File: config.mk
export PLATFORM = sky130hd
export DESIGN_NAME = ial_ctrl
export DESIGN_NICKNAME = d
export VERILOG_FILES = /design/src/sv/ial_pkg.sv /design/src/sv/ial_ctrl.sv
export SDC_FILE = /design/constraint.sdc
export NUM_CORES = 1
export LEC_CHECK = 0
export BUFFER_PORTS_ARGS = -buffer_cell sky130_fd_sc_hd__buf_2
export CAP_MARGIN = 20
export CORE_AREA = 8 8 45 47
export DETAILED_ROUTE_END_ITERATION = 8
export DIE_AREA = 0 0 53 55
export PLACE_DENSITY_LB_ADDON = 0.2
export SLEW_MARGIN = 25
export SYNTH_ARGS = -nofsm -noshare
export SYNTH_HDL_FRONTEND = slang
export SYNTH_SLANG_ARGS = --single-unit
File: constraint.sdc
create_clock -name clk -period 2.5 [get_ports clk]
set_clock_uncertainty 0.2 [all_clocks]
set_input_delay 0.75 -clock clk [delete_from_list [all_inputs] [get_ports clk]]
set_output_delay 0.75 -clock clk [all_outputs]
set_load 0.03 [all_outputs]
File: src/sv/ial_pkg.sv
`timescale 1ns / 1ps

package ial_pkg;

  localparam int DEPTH  = 64;
  localparam int AW     = $clog2(DEPTH);
  localparam int CNT_W  = 7;
  localparam int REQ_W  = 4;
  localparam int POS_W  = 7;
  localparam int DATA_W = 32;

  localparam logic [REQ_W-1:0] REQ_INSERT_AT    = 4'd0;
  localparam logic [REQ_W-1:0] REQ_INSERT_FRONT = 4'd1;
  localparam logic [REQ_W-1:0] REQ_INSERT_BACK  = 4'd2;
  localparam logic [REQ_W-1:0] REQ_REMOVE_AT    = 4'd3;
  localparam logic [REQ_W-1:0] REQ_REMOVE_FRONT = 4'd4;
  localparam logic [REQ_W-1:0] REQ_REMOVE_BACK  = 4'd5;
  localparam logic [REQ_W-1:0] REQ_SEARCH       = 4'd6;
  localparam logic [REQ_W-1:0] REQ_READ         = 4'd7;
  localparam logic [REQ_W-1:0] REQ_OVERWRITE    = 4'd8;

  typedef enum logic [2:0] {
    OP_NOP,
    OP_INS,
    OP_REM,
    OP_SRCH,
    OP_READ,
    OP_OVWR
  } op_t;

  typedef enum logic [3:0] {
    ST_IDLE,
    ST_DECODE,
    ST_SHIFT_RD,
    ST_SHIFT_WR,
    ST_PUT,
    ST_SRCH_RD,
    ST_SRCH_CMP,
    ST_RD_WAIT,
    ST_FINISH
  } state_t;

  typedef struct packed {
    logic load;
    logic rd_en;
    logic wr_en;
    logic wr_item;
    logic idx_step;
    logic cnt_inc;
    logic cnt_dec;
    logic cap_read;
    logic cap_found;
    logic out_load;
  } ial_cmd_t;

  typedef struct packed {
    op_t  op;
    logic ok;
    logic more;
    logic hit;
    logic empty;
    logic out_free;
  } ial_sts_t;

endpackage

File: src/sv/ial_ctrl.sv
`timescale 1ns / 1ps

module ial_ctrl import ial_pkg::*; (
  input  logic     clk,
  input  logic     rst,
  input  logic     req_valid,
  output logic     req_ready,
  input  ial_sts_t sts,
  output ial_cmd_t cmd
);

  state_t state;
  state_t state_next;

  always_ff @(posedge clk) begin
    if (rst) begin
      state <= ST_IDLE;
    end else begin
      state <= state_next;
    end
  end

  always_comb begin
    state_next = state;
    unique case (state)
      ST_IDLE: begin
        if (req_valid) state_next = ST_DECODE;
      end
      ST_DECODE: begin
        unique case (sts.op)
          OP_INS, OP_REM: state_next = sts.ok ? ST_SHIFT_RD : ST_FINISH;
          OP_SRCH:        state_next = ST_SRCH_RD;
          OP_READ:        state_next = sts.empty ? ST_FINISH : ST_RD_WAIT;
          OP_OVWR:        state_next = sts.ok ? ST_PUT : ST_FINISH;
          default:        state_next = ST_FINISH;
        endcase
      end
      ST_SHIFT_RD: begin
        if (sts.more)               state_next = ST_SHIFT_WR;
        else if (sts.op == OP_INS)  state_next = ST_PUT;
        else                        state_next = ST_FINISH;
      end
      ST_SHIFT_WR: state_next = ST_SHIFT_RD;
      ST_PUT:      state_next = ST_FINISH;
      ST_SRCH_RD:  state_next = sts.more ? ST_SRCH_CMP : ST_FINISH;
      ST_SRCH_CMP: state_next = sts.hit ? ST_FINISH : ST_SRCH_RD;
      ST_RD_WAIT:  state_next = ST_FINISH;
      ST_FINISH: begin
        if (sts.out_free) state_next = ST_IDLE;
      end
      default: state_next = ST_IDLE;
    endcase
  end

  always_comb begin
    cmd       = '0;
    req_ready = 1'b0;
    unique case (state)
      ST_IDLE: begin
        req_ready = 1'b1;
        cmd.load  = req_valid;
      end
      ST_DECODE: begin
        if (sts.op == OP_READ && !sts.empty) cmd.rd_en = 1'b1;
      end
      ST_SHIFT_RD: begin
        if (sts.more)              cmd.rd_en   = 1'b1;
        else if (sts.op == OP_REM) cmd.cnt_dec = 1'b1;
      end
      ST_SHIFT_WR: begin
        cmd.wr_en    = 1'b1;
        cmd.idx_step = 1'b1;
      end
      ST_PUT: begin
        cmd.wr_en   = 1'b1;
        cmd.wr_item = 1'b1;
        cmd.cnt_inc = (sts.op == OP_INS);
      end
      ST_SRCH_RD: begin
        // index has reached the count when nothing matched
        if (sts.more) cmd.rd_en     = 1'b1;
        else          cmd.cap_found = 1'b1;
      end
      ST_SRCH_CMP: begin
        if (sts.hit) cmd.cap_found = 1'b1;
        else         cmd.idx_step  = 1'b1;
      end
      ST_RD_WAIT: cmd.cap_read = 1'b1;
      ST_FINISH:  cmd.out_load = sts.out_free;
      default: cmd = '0;
    endcase
  end

endmodule

==> results of run 1 <==
critical path, stage by stage:
cell,delay (ns)
buf_6,0.10
nor4b_4,0.32
a22oi_2,0.13
o21a_1,0.22
nor2_4,0.08
buf_6,0.13
logic make-up (layout without fill, tap and decap cells):
logic type | after synthesis | in the layout | share of synthesized area
flip-flops | 4 | 4 | 0.157
buffers and inverters | 9 | 45 | 0.0784
XOR/XNOR | 1 | 1 | 0.0172
AO/OA/AOI/OAI | 21 | 21 | 0.277
AND/OR/NAND/NOR | 41 | 41 | 0.471
power breakdown:
group	internal (mW)	total, mW	switching (mW)
logic	0.0808	0.173	0.0920
registers	0.0707	0.0842	0.0134
clock network	0.0539	0.0830	0.0291
worst paths after layout:
path / slack, ns / depth (start not counted) / startpoint / endpoint
worst max-delay path: -0.19 / 6 / sts[1] / cmd[8]
worst min-delay path: 0.37 / 1 / state[3] / state[1]
worst max register to register: 0.95 / 4 / state[0] / state[3]
worst min register to register: 0.37 / 1 / state[3] / state[1]
layout make-up:
| cell class | instances | area, sq um |
|---|---|---|
| clock buffer | 3 | 22.5 |
| fill | 135 | 514 |
| inverter | 4 | 15.0 |
| multi-input combinational | 63 | 450 |
| sequential | 4 | 81.3 |
| tap | 16 | 20.0 |
| timing repair buffer | 38 | 280 |
synthesized netlist by cell type (2+ instances only):
library cell / n
nor2_1: 10
dfxtp_1: 4
nor3b_1: 3
o21ai_0: 3
nor4_1: 2
nor3_1: 5
a22oi_1: 2
clkbuf_1: 2
a21oi_1: 6
inv_1: 4
nand2b_1: 4
nand2_1: 3
buf_2: 2
nand3_1: 4
cell usage in the layout (no fill, tap or decap), types with 2 or more instances in the layout:
cell type,instances
a21oi_1,6
buf_2,14
buf_4,17
buf_6,6
clkbuf_4,3
dfxtp_1,3
inv_1,4
nand2_1,3
nand2b_1,4
nand3_1,4
nor2_1,9
nor3_1,3
nor3_2,2
nor3b_1,2
nor4_4,2
o21ai_0,3
metal layers:
layer | up-vias | GRT usage | wire length (um)
met5 | - | 0 | 0
met4 | 0 | 0.0388 | 34
met3 | 4 | 0.0428 | 111
met2 | 28 | 0.256 | 1020
met1 | 323 | 0.123 | 676
li1 | 353 | - | -
through the flow:
stage / util / std cells / TNS, ns / cell area (sq um) / worst slack (ns)
floorplan: - / 76 / -0.289 / 561 / -0.112
global placement: 0.542 / 121 / -0.392 / 751 / -0.234
detailed placement: 0.542 / 121 / -0.456 / 751 / -0.274
CTS: 0.616 / 127 / -0.230 / 852 / -0.190
global route: 0.628 / 128 / -0.317 / 870 / -0.231
finish: 0.628 / 128 / -0.237 / 870 / -0.185
what timing repair did:
item,4_1_cts,5_1_grt
pin swaps,3,1
gates resized for setup,16,3
buffers inserted,3,1
endpoints found under the setup margin,3,5
==> summary.txt, run 1 <==
Run status
  • Status: finished with violations
  • Failing checks: setup timing

Clock network
  • CTS clk-pin slew, worst paths: 0.04 ns
  • CTS H-tree lvls: 1
  • TritonCTS clock tree: done
  • Clock latency on the worst-skew pair: 0.24 ns
  • CTS buffer count: 3
  • Total clock sinks: 4
  • Hold Buf Count CTS: 0
  • Root buf cell: clkbuf_4
  • Max Root-Sink Buffers: 2

Finish
  • Largest regs: state: 4 flops
  • Share of layout cells above drive strength 1: 0.464
  • N_diodes: 0
  • Max reg flops: 4
  • Layout Nets: 125
  • Area Growth Syn to Fin: 70.3%
  • Top reg by flops: state

Global route
  • Gr ovfl total: 0
  • First-pass GRT wire length: 2870 um
  • Largest net degree at the start of global routing: 12
  • GRT Util Overall: 0.130
  • Vias in the first global route: 674
  • Initial antenna violation count: 0

Critical path
  • CP Capture Type: primary output
  • CP Class: in -> out
  • Critical path fanouts, max: 2
  • Crit path launch type: input pin
  • Worst EP required: 1.55 ns
  • Worst EP arrival: 1.74 ns

Floorplan
  • Chip height: 55 um
  • Row count: 14
  • Total core area: 1380 sq um
  • Die X: 53 um
  • Full die area: 2920 sq um
  • Num ports: 22
  • Starting density of the core: 0.369

Synth
  • Yosys reg bits: 4
  • Dominant synthesized flop cell: dfxtp_1
  • Post-synth top area cell: dfxtp_1
  • Sequential fraction of the synthesis area: 0.157
  • Cells after Synth: 76
  • Synth warn: 0
  • Synthesized area: 510 sq um
  • Asr flop ratio synth: 0
  • Post-synth EDFFs: 0
  • Dominant cells by area after synthesis: dfxtp_1, nor2_1, a21oi_1
  • Yosys top cell area share: 0.157
  • Post-synth cell types: 36
  • Syn Area/Cell: 6.72 sq um
  • Syn nets: 87

Power and ir drop
  • Max VDD drop: 0.000334 V
  • Leakage power: 0.373 nW
  • PwrDens: 391 nW/um^2
  • Total power: 0.340 mW

Run
  • Max-Cap Viols: 0

STA
  • Crit share post-route: 1.07
  • Final hold violations: 0
  • Max-slew headroom: 0.786
  • Worst-Margin Slew: 0.320 ns
  • Final hold slack: 0.370 ns
  • Min Clock Period, post-route: 2.69 ns
  • Fin. max-slew vios: 0
  • RSZ-0062 raised after global routing: yes
  • Post-layout worst setup margin: -0.185 ns
  • FMAX: 372 MHz
  • Setup violations, final: 2

Hold path
  • Hold Crit Class: reg -> reg

Placed design
  • I/O Buffers: 21
  • Half-perimeter wire length after placement: 1390 um
  • Gpl congestion: 0.857

Route
  • Final WL: 1840 um
  • Iteration-0 DRC Markers: 27
  • Antenna Violating Nets Remaining: 0
  • Vias per cell: 5.53
  • Via Count: 708
  • Remaining DRCs: 0
  • Average wire per standard cell: 14.4 um
  • DRT Pass-1 Iters: 6
Power figures use the tool's default switching activity.
==> run 2, diff against run 1 <==
--- a/config.mk
+++ b/config.mk
@@ -7,9 +7,11 @@
 export LEC_CHECK = 0
 export BUFFER_PORTS_ARGS = -buffer_cell sky130_fd_sc_hd__buf_2
 export CAP_MARGIN = 20
-export CORE_AREA = 8 8 45 47
+export CELL_PAD_IN_SITES_DETAIL_PLACEMENT = 0
+export CELL_PAD_IN_SITES_GLOBAL_PLACEMENT = 1
+export CORE_MARGIN = 8
+export CORE_UTILIZATION = 32
 export DETAILED_ROUTE_END_ITERATION = 8
-export DIE_AREA = 0 0 53 55
 export PLACE_DENSITY_LB_ADDON = 0.2
 export SLEW_MARGIN = 25
 export SYNTH_ARGS = -nofsm -noshare
==> constraint.sdc (replaced) <==
create_clock -name clk -period 3.45 [get_ports clk]
set_clock_uncertainty 0.2 [all_clocks]
set_input_delay 1.035 -clock clk [delete_from_list [all_inputs] [get_ports clk]]
set_output_delay 1.035 -clock clk [all_outputs]
set_load 0.03 [all_outputs]
==> run 2 against run 1 <==
Net effect:
- the run now ends clean
- critical path depth unchanged
- via count down 11%
- core utilization down 19 points
- sequential cell count unchanged
==> summary.txt, run 2 (synthesis results as in run 1) <==
Global route
  • GRT Util Overall: 0.0991
  • Gr ovfl total: 0
  • Initial antenna violation count: 0
  • Vias in the first global route: 578
  • Largest net degree at the start of global routing: 14
  • First-pass GRT wire length: 2640 um

Power and ir drop
  • Total power: 0.211 mW
  • PwrDens: 319 nW/um^2
  • P_int: 0.126 mW
  • Combinational Power Share: 0.441
  • Sw Ratio: 0.401
  • Leakage power: 0.283 nW
  • Max VDD drop: 0.000191 V
  • Net Sw Power: 0.0846 mW
  • Reg power frac: 0.288
  • Clock network power share: 0.271

Clock network
  • CTS buffer count: 3
  • Total clock sinks: 4
  • Post-cts sizing count: 0
  • Clock latency on the worst-skew pair: 0.23 ns
  • Setup bufs post-CTS: 0
  • Max Root-Sink Buffers: 2
  • CTS clk-pin slew, worst paths: 0.03 ns
  • Root buf cell: clkbuf_4
  • Hold Buf Count CTS: 0
  • CTS H-tree lvls: 1
  • TritonCTS clock tree: done

Run
  • Max-Cap Viols: 0

STA
  • Min Clock Period, post-route: 3.29 ns
  • Post-layout worst setup margin: 0.164 ns
  • Final hold violations: 0
  • Crit share post-route: 0.952
  • FMAX: 304 MHz
  • Setup violations, final: 0
  • RSZ-0062 raised after global routing: no
  • Fin. max-slew vios: 0
  • Final setup TNS: 0 ns
  • Max-slew headroom: 0.732
  • Worst-Margin Slew: 0.402 ns

Finish
  • Seq. cell area: 80.1 sq um
  • Final core utilization: 0.439
  • Fillers: 171
  • Area Growth Syn to Fin: 29.7%
  • Top reg by flops: state
  • Max reg flops: 4
  • Largest regs: state: 4 flops
  • Share of layout cells above drive strength 1: 0.306
  • Layout Nets: 111
  • Multi-input gate area: 397 sq um
  • Commonest non-fill, non-tap cells in the layout: buf_2, nor2_1, a21oi_1
  • N_diodes: 0
  • Most common cell after layout, fill and taps aside: buf_2
  • Design area: 662 sq um

Placed design
  • Post-DP Area: 639 sq um
  • Half-perimeter wire length after placement: 1220 um
  • I/O Buffers: 21
  • Gpl congestion: 0.823
  • Pre-CTS WS: 0.161 ns

Floorplan
  • Starting density of the core: 0.339
  • Chip height: 55.9 um
  • Die X: 55.9 um
  • Full die area: 3130 sq um
  • Num ports: 22
  • Total core area: 1510 sq um
  • Row count: 14

Critical path
  • CP Capture Type: primary output
  • CP Cell Sequence: buf_2 > nor4b_4 > a22oi_1 > o21a_1 > nor2_1 > buf_2
  • CP Class: in -> out
  • Slowest stage delay, CP: 0.29 ns
  • Crit path top cell by count: buf_2
  • Crit path launch type: input pin
  • Critical path fanouts, max: 6
  • Worst EP arrival: 2.05 ns
  • Critical Path Slowest Stage Cell: nor4b_4
  • Worst EP required: 2.21 ns

Route
  • Remaining DRCs: 0
  • Via Count: 627
  • Final WL: 1570 um
  • Vias per cell: 5.50
  • Antenna Violating Nets Remaining: 0
  • Average wire per standard cell: 13.8 um
  • DRT Pass-1 Iters: 4
  • Iteration-0 DRC Markers: 20

Run status
  • Status: complete, no violations

Hold path
  • Hold Crit Class: reg -> reg
-- run 2: final timing paths --
path	slack (ns)	depth (start not counted)	startpoint	end
max reg2reg	1.88	4	state[1]	state[3]
min	0.49	2	state[3]	state[3]
max	0.16	6	sts[6]	cmd[8]
min reg2reg	0.49	2	state[3]	state[3]
-- run 2: cell type report --
type                       instances  share of cell area
tap                               16              0.0302
sequential                         4               0.121
clock buffer                       3              0.0340
multi-input combinational         63               0.599
timing repair buffer              24               0.193
inverter                           4              0.0227
-- run 2: critical path, delay by kind of cell --
| family | cells | cell delay, ns |
|---|---|---|
| simple gates | 2 | 0.36 |
| buf+inv | 2 | 0.34 |
| compound gates | 2 | 0.31 |
-- run 2: power groups by stage --
stage / sequential, mW / clock (mW) / combinational (mW)
3_5_place_dp: 0.0614 / 0 / 0.0927
6_report: 0.0607 / 0.0572 / 0.0931
2_1_floorplan: 0.0548 / 0 / 0.0700
3_3_place_gp: 0.0617 / 0 / 0.0931
4_1_cts: 0.0607 / 0.0622 / 0.0930
5_1_grt: 0.0624 / 0.0656 / 0.102
-- run 2: per-layer routing --
layer / routed length [um] / vias up / part of all wire / GRT usage
met5: 0 / - / 0 / 0
met1: 728 / 290 / 0.46 / 0.124
met2: 782 / 14 / 0.50 / 0.155
li1: - / 323 / - / -
met4: 0 / 0 / 0 / 0.0515
met3: 58 / 0 / 0.037 / 0.0183
-- run 2: metrics by stage --
stage | cells | hold slack (ns)
3_3_place_gp | 111 | 0.508
6_report | 114 | 0.492
5_1_grt | 114 | 0.573
4_1_cts | 114 | 0.495
2_1_floorplan | 76 | 0.371
3_5_place_dp | 111 | 0.490
==> run 3, diff against run 2 <==
--- a/config.mk
+++ b/config.mk
@@ -11,6 +11,7 @@
 export CELL_PAD_IN_SITES_GLOBAL_PLACEMENT = 1
 export CORE_MARGIN = 8
 export CORE_UTILIZATION = 32
+export CTS_CLUSTER_SIZE = 8
 export DETAILED_ROUTE_END_ITERATION = 8
 export PLACE_DENSITY_LB_ADDON = 0.2
 export SLEW_MARGIN = 25
==> constraint.sdc (replaced) <==
create_clock -name clk -period 3.45 [get_ports clk]
set_clock_uncertainty 0.2 [all_clocks]
set_input_delay 0.69 -clock clk [delete_from_list [all_inputs] [get_ports clk]]
set_output_delay 0.69 -clock clk [all_outputs]
set_load 0.03 [all_outputs]
==> run 3 against run 2 <==
Net effect:
- sequential cell count stayed put
- worst setup slack better by 0.60 ns
- register-to-register slack worse by 0.14 ns
- core utilization is 1.9 points lower
- largest cell class unchanged
- final area is 4.3% lower
- critical path depth stayed put
==> summary.txt, run 3 (synthesis results as in run 1) <==
Run status
  • Status: complete, no violations

STA
  • Final hold violations: 0
  • Min Clock Period, post-route: 2.69 ns
  • Max-slew headroom: 0.697
  • FMAX: 372 MHz
  • Setup violations, final: 0
  • Crit share post-route: 0.779
  • Fin. max-slew vios: 0
  • Worst-Margin Slew: 0.454 ns
  • RSZ-0062 raised after global routing: no
  • Final hold slack: 0.450 ns
  • Final setup TNS: 0 ns

Global route
  • GRT Util Overall: 0.100
  • Vias in the first global route: 635
  • Gr ovfl total: 0
  • Largest net degree at the start of global routing: 16
  • First-pass GRT wire length: 2730 um
  • Initial antenna violation count: 0

Clock network
  • TritonCTS clock tree: done
  • Hold Buf Count CTS: 0
  • CTS buffer count: 3
  • CTS H-tree lvls: 1
  • Clock latency on the worst-skew pair: 0.23 ns
  • Total clock sinks: 4
  • Max Root-Sink Buffers: 2
  • CTS clk-pin slew, worst paths: 0.04 ns
  • Setup bufs post-CTS: 0
  • Post-cts sizing count: 0
  • Root buf cell: clkbuf_4

Critical path
  • Reg2reg start: state[1]
  • Critical path fanouts, max: 6
  • CP Capture Type: primary output
  • Crit path launch type: input pin
  • Worst EP required: 2.56 ns
  • R2r endpoint: state[3]
  • Reg2reg setup slack: 1.74 ns
  • Worst EP arrival: 1.80 ns
  • CP Class: in -> out
  • Worst-case reg-to-reg path depth: 4

Placed design
  • Half-perimeter wire length after placement: 1230 um
  • Post-DP Area: 611 sq um
  • Gpl congestion: 0.803
  • I/O Buffers: 21
  • Placed cells: 108

Finish
  • Seq. cell area: 80.1 sq um
  • Final core utilization: 0.420
  • Layout Nets: 108
  • Multi-input gate area: 390 sq um
  • Max reg flops: 4
  • N_diodes: 0
  • Design area: 633 sq um
  • Most common cell after layout, fill and taps aside: buf_2
  • Largest regs: state: 4 flops
  • Area Growth Syn to Fin: 24.0%
  • Share of layout cells above drive strength 1: 0.274
  • Commonest non-fill, non-tap cells in the layout: buf_2, nor2_1, a21oi_1
  • Top reg by flops: state
  • Fillers: 179
  • Final Instance Count excl. Fillers: 111

Power and ir drop
  • P_int: 0.123 mW
  • Sw Ratio: 0.400
  • PwrDens: 324 nW/um^2
  • Combinational Power Share: 0.397
  • Leakage power: 0.267 nW
  • Reg power frac: 0.322
  • Net Sw Power: 0.0820 mW
  • Max VDD drop: 0.000193 V
  • Clock network power share: 0.281

Floorplan
  • Total core area: 1510 sq um
  • Row count: 14
  • Starting density of the core: 0.339
  • Full die area: 3130 sq um
  • Die X: 55.9 um
  • Chip height: 55.9 um
  • Num ports: 22

Route
  • Vias per cell: 5.51
  • Via Count: 612
  • Final WL: 1520 um
  • Average wire per standard cell: 13.7 um
  • Antenna Violating Nets Remaining: 0
  • Iteration-0 DRC Markers: 18
  • Remaining DRCs: 0
  • DRT Pass-1 Iters: 2

Hold path
  • Hold_sp: rst
  • Hold Crit Class: in -> reg
  • Hold Path Depth: 2
  • Hold Path Sink: state[3]

Run
  • Max-Cap Viols: 0
run 3: cell types whose count changed in the layout (fill, tap and decap cells not counted):
cell    delta
buf_4      -3
nor4_1     +1
nor4_2     -1
run 3: worst max-delay path, cell delays in order:
cell and delay, ns:
buf_2 0.14, nor4b_4 0.35, a22oi_1 0.14, o21a_1 0.18, nor2_1 0.08, buf_2 0.21
run 3: final cells by class:
type	instances	share of cell area
Inverter	4	0.0237
Clock buffer	3	0.0356
Tap cell	16	0.0316
Timing Repair Buffer	21	0.166
Sequential cell	4	0.126
Multi-Input combinational cell	63	0.617
run 3: routing by layer:
metal  share of wire  global-route usage  vias up
met5               0                   0        -
li1                -                   -      316
met3           0.080              0.0502        0
met1            0.45               0.111      276
met2            0.47               0.165       20
met4               0              0.0275        0
run 3: per-stage QoR:
step           setup slack (ns)  power (mW)
3_3_place_gp              0.785       0.149
6_report                  0.763       0.205
5_1_grt                   0.625       0.225
3_5_place_dp              0.745       0.149
2_1_floorplan             0.443       0.124
4_1_cts                   0.738       0.209
run 3: how the worst max path moves through the flow:
stage / startpoint / end / slack (ns) / cells past startpoint
2_1_floorplan: sts[5] / cmd[4] / 0.44 / 3
3_3_place_gp: sts[6] / cmd[8] / 0.79 / 6
3_5_place_dp: sts[6] / cmd[8] / 0.74 / 6
4_1_cts: sts[5] / cmd[8] / 0.74 / 6
5_1_grt: state[1] / cmd[8] / 0.62 / 5
6_report: sts[6] / cmd[8] / 0.76 / 6
run 3: power by group through the flow:
stage               Clock, mW  Sequential [mW]  Combinational [mW]
global placement            0           0.0669              0.0817
detailed placement          0           0.0669              0.0817
global route           0.0645           0.0694              0.0913
finish                 0.0576           0.0660              0.0813
floorplan                   0           0.0548              0.0694
CTS                    0.0609           0.0662              0.0820
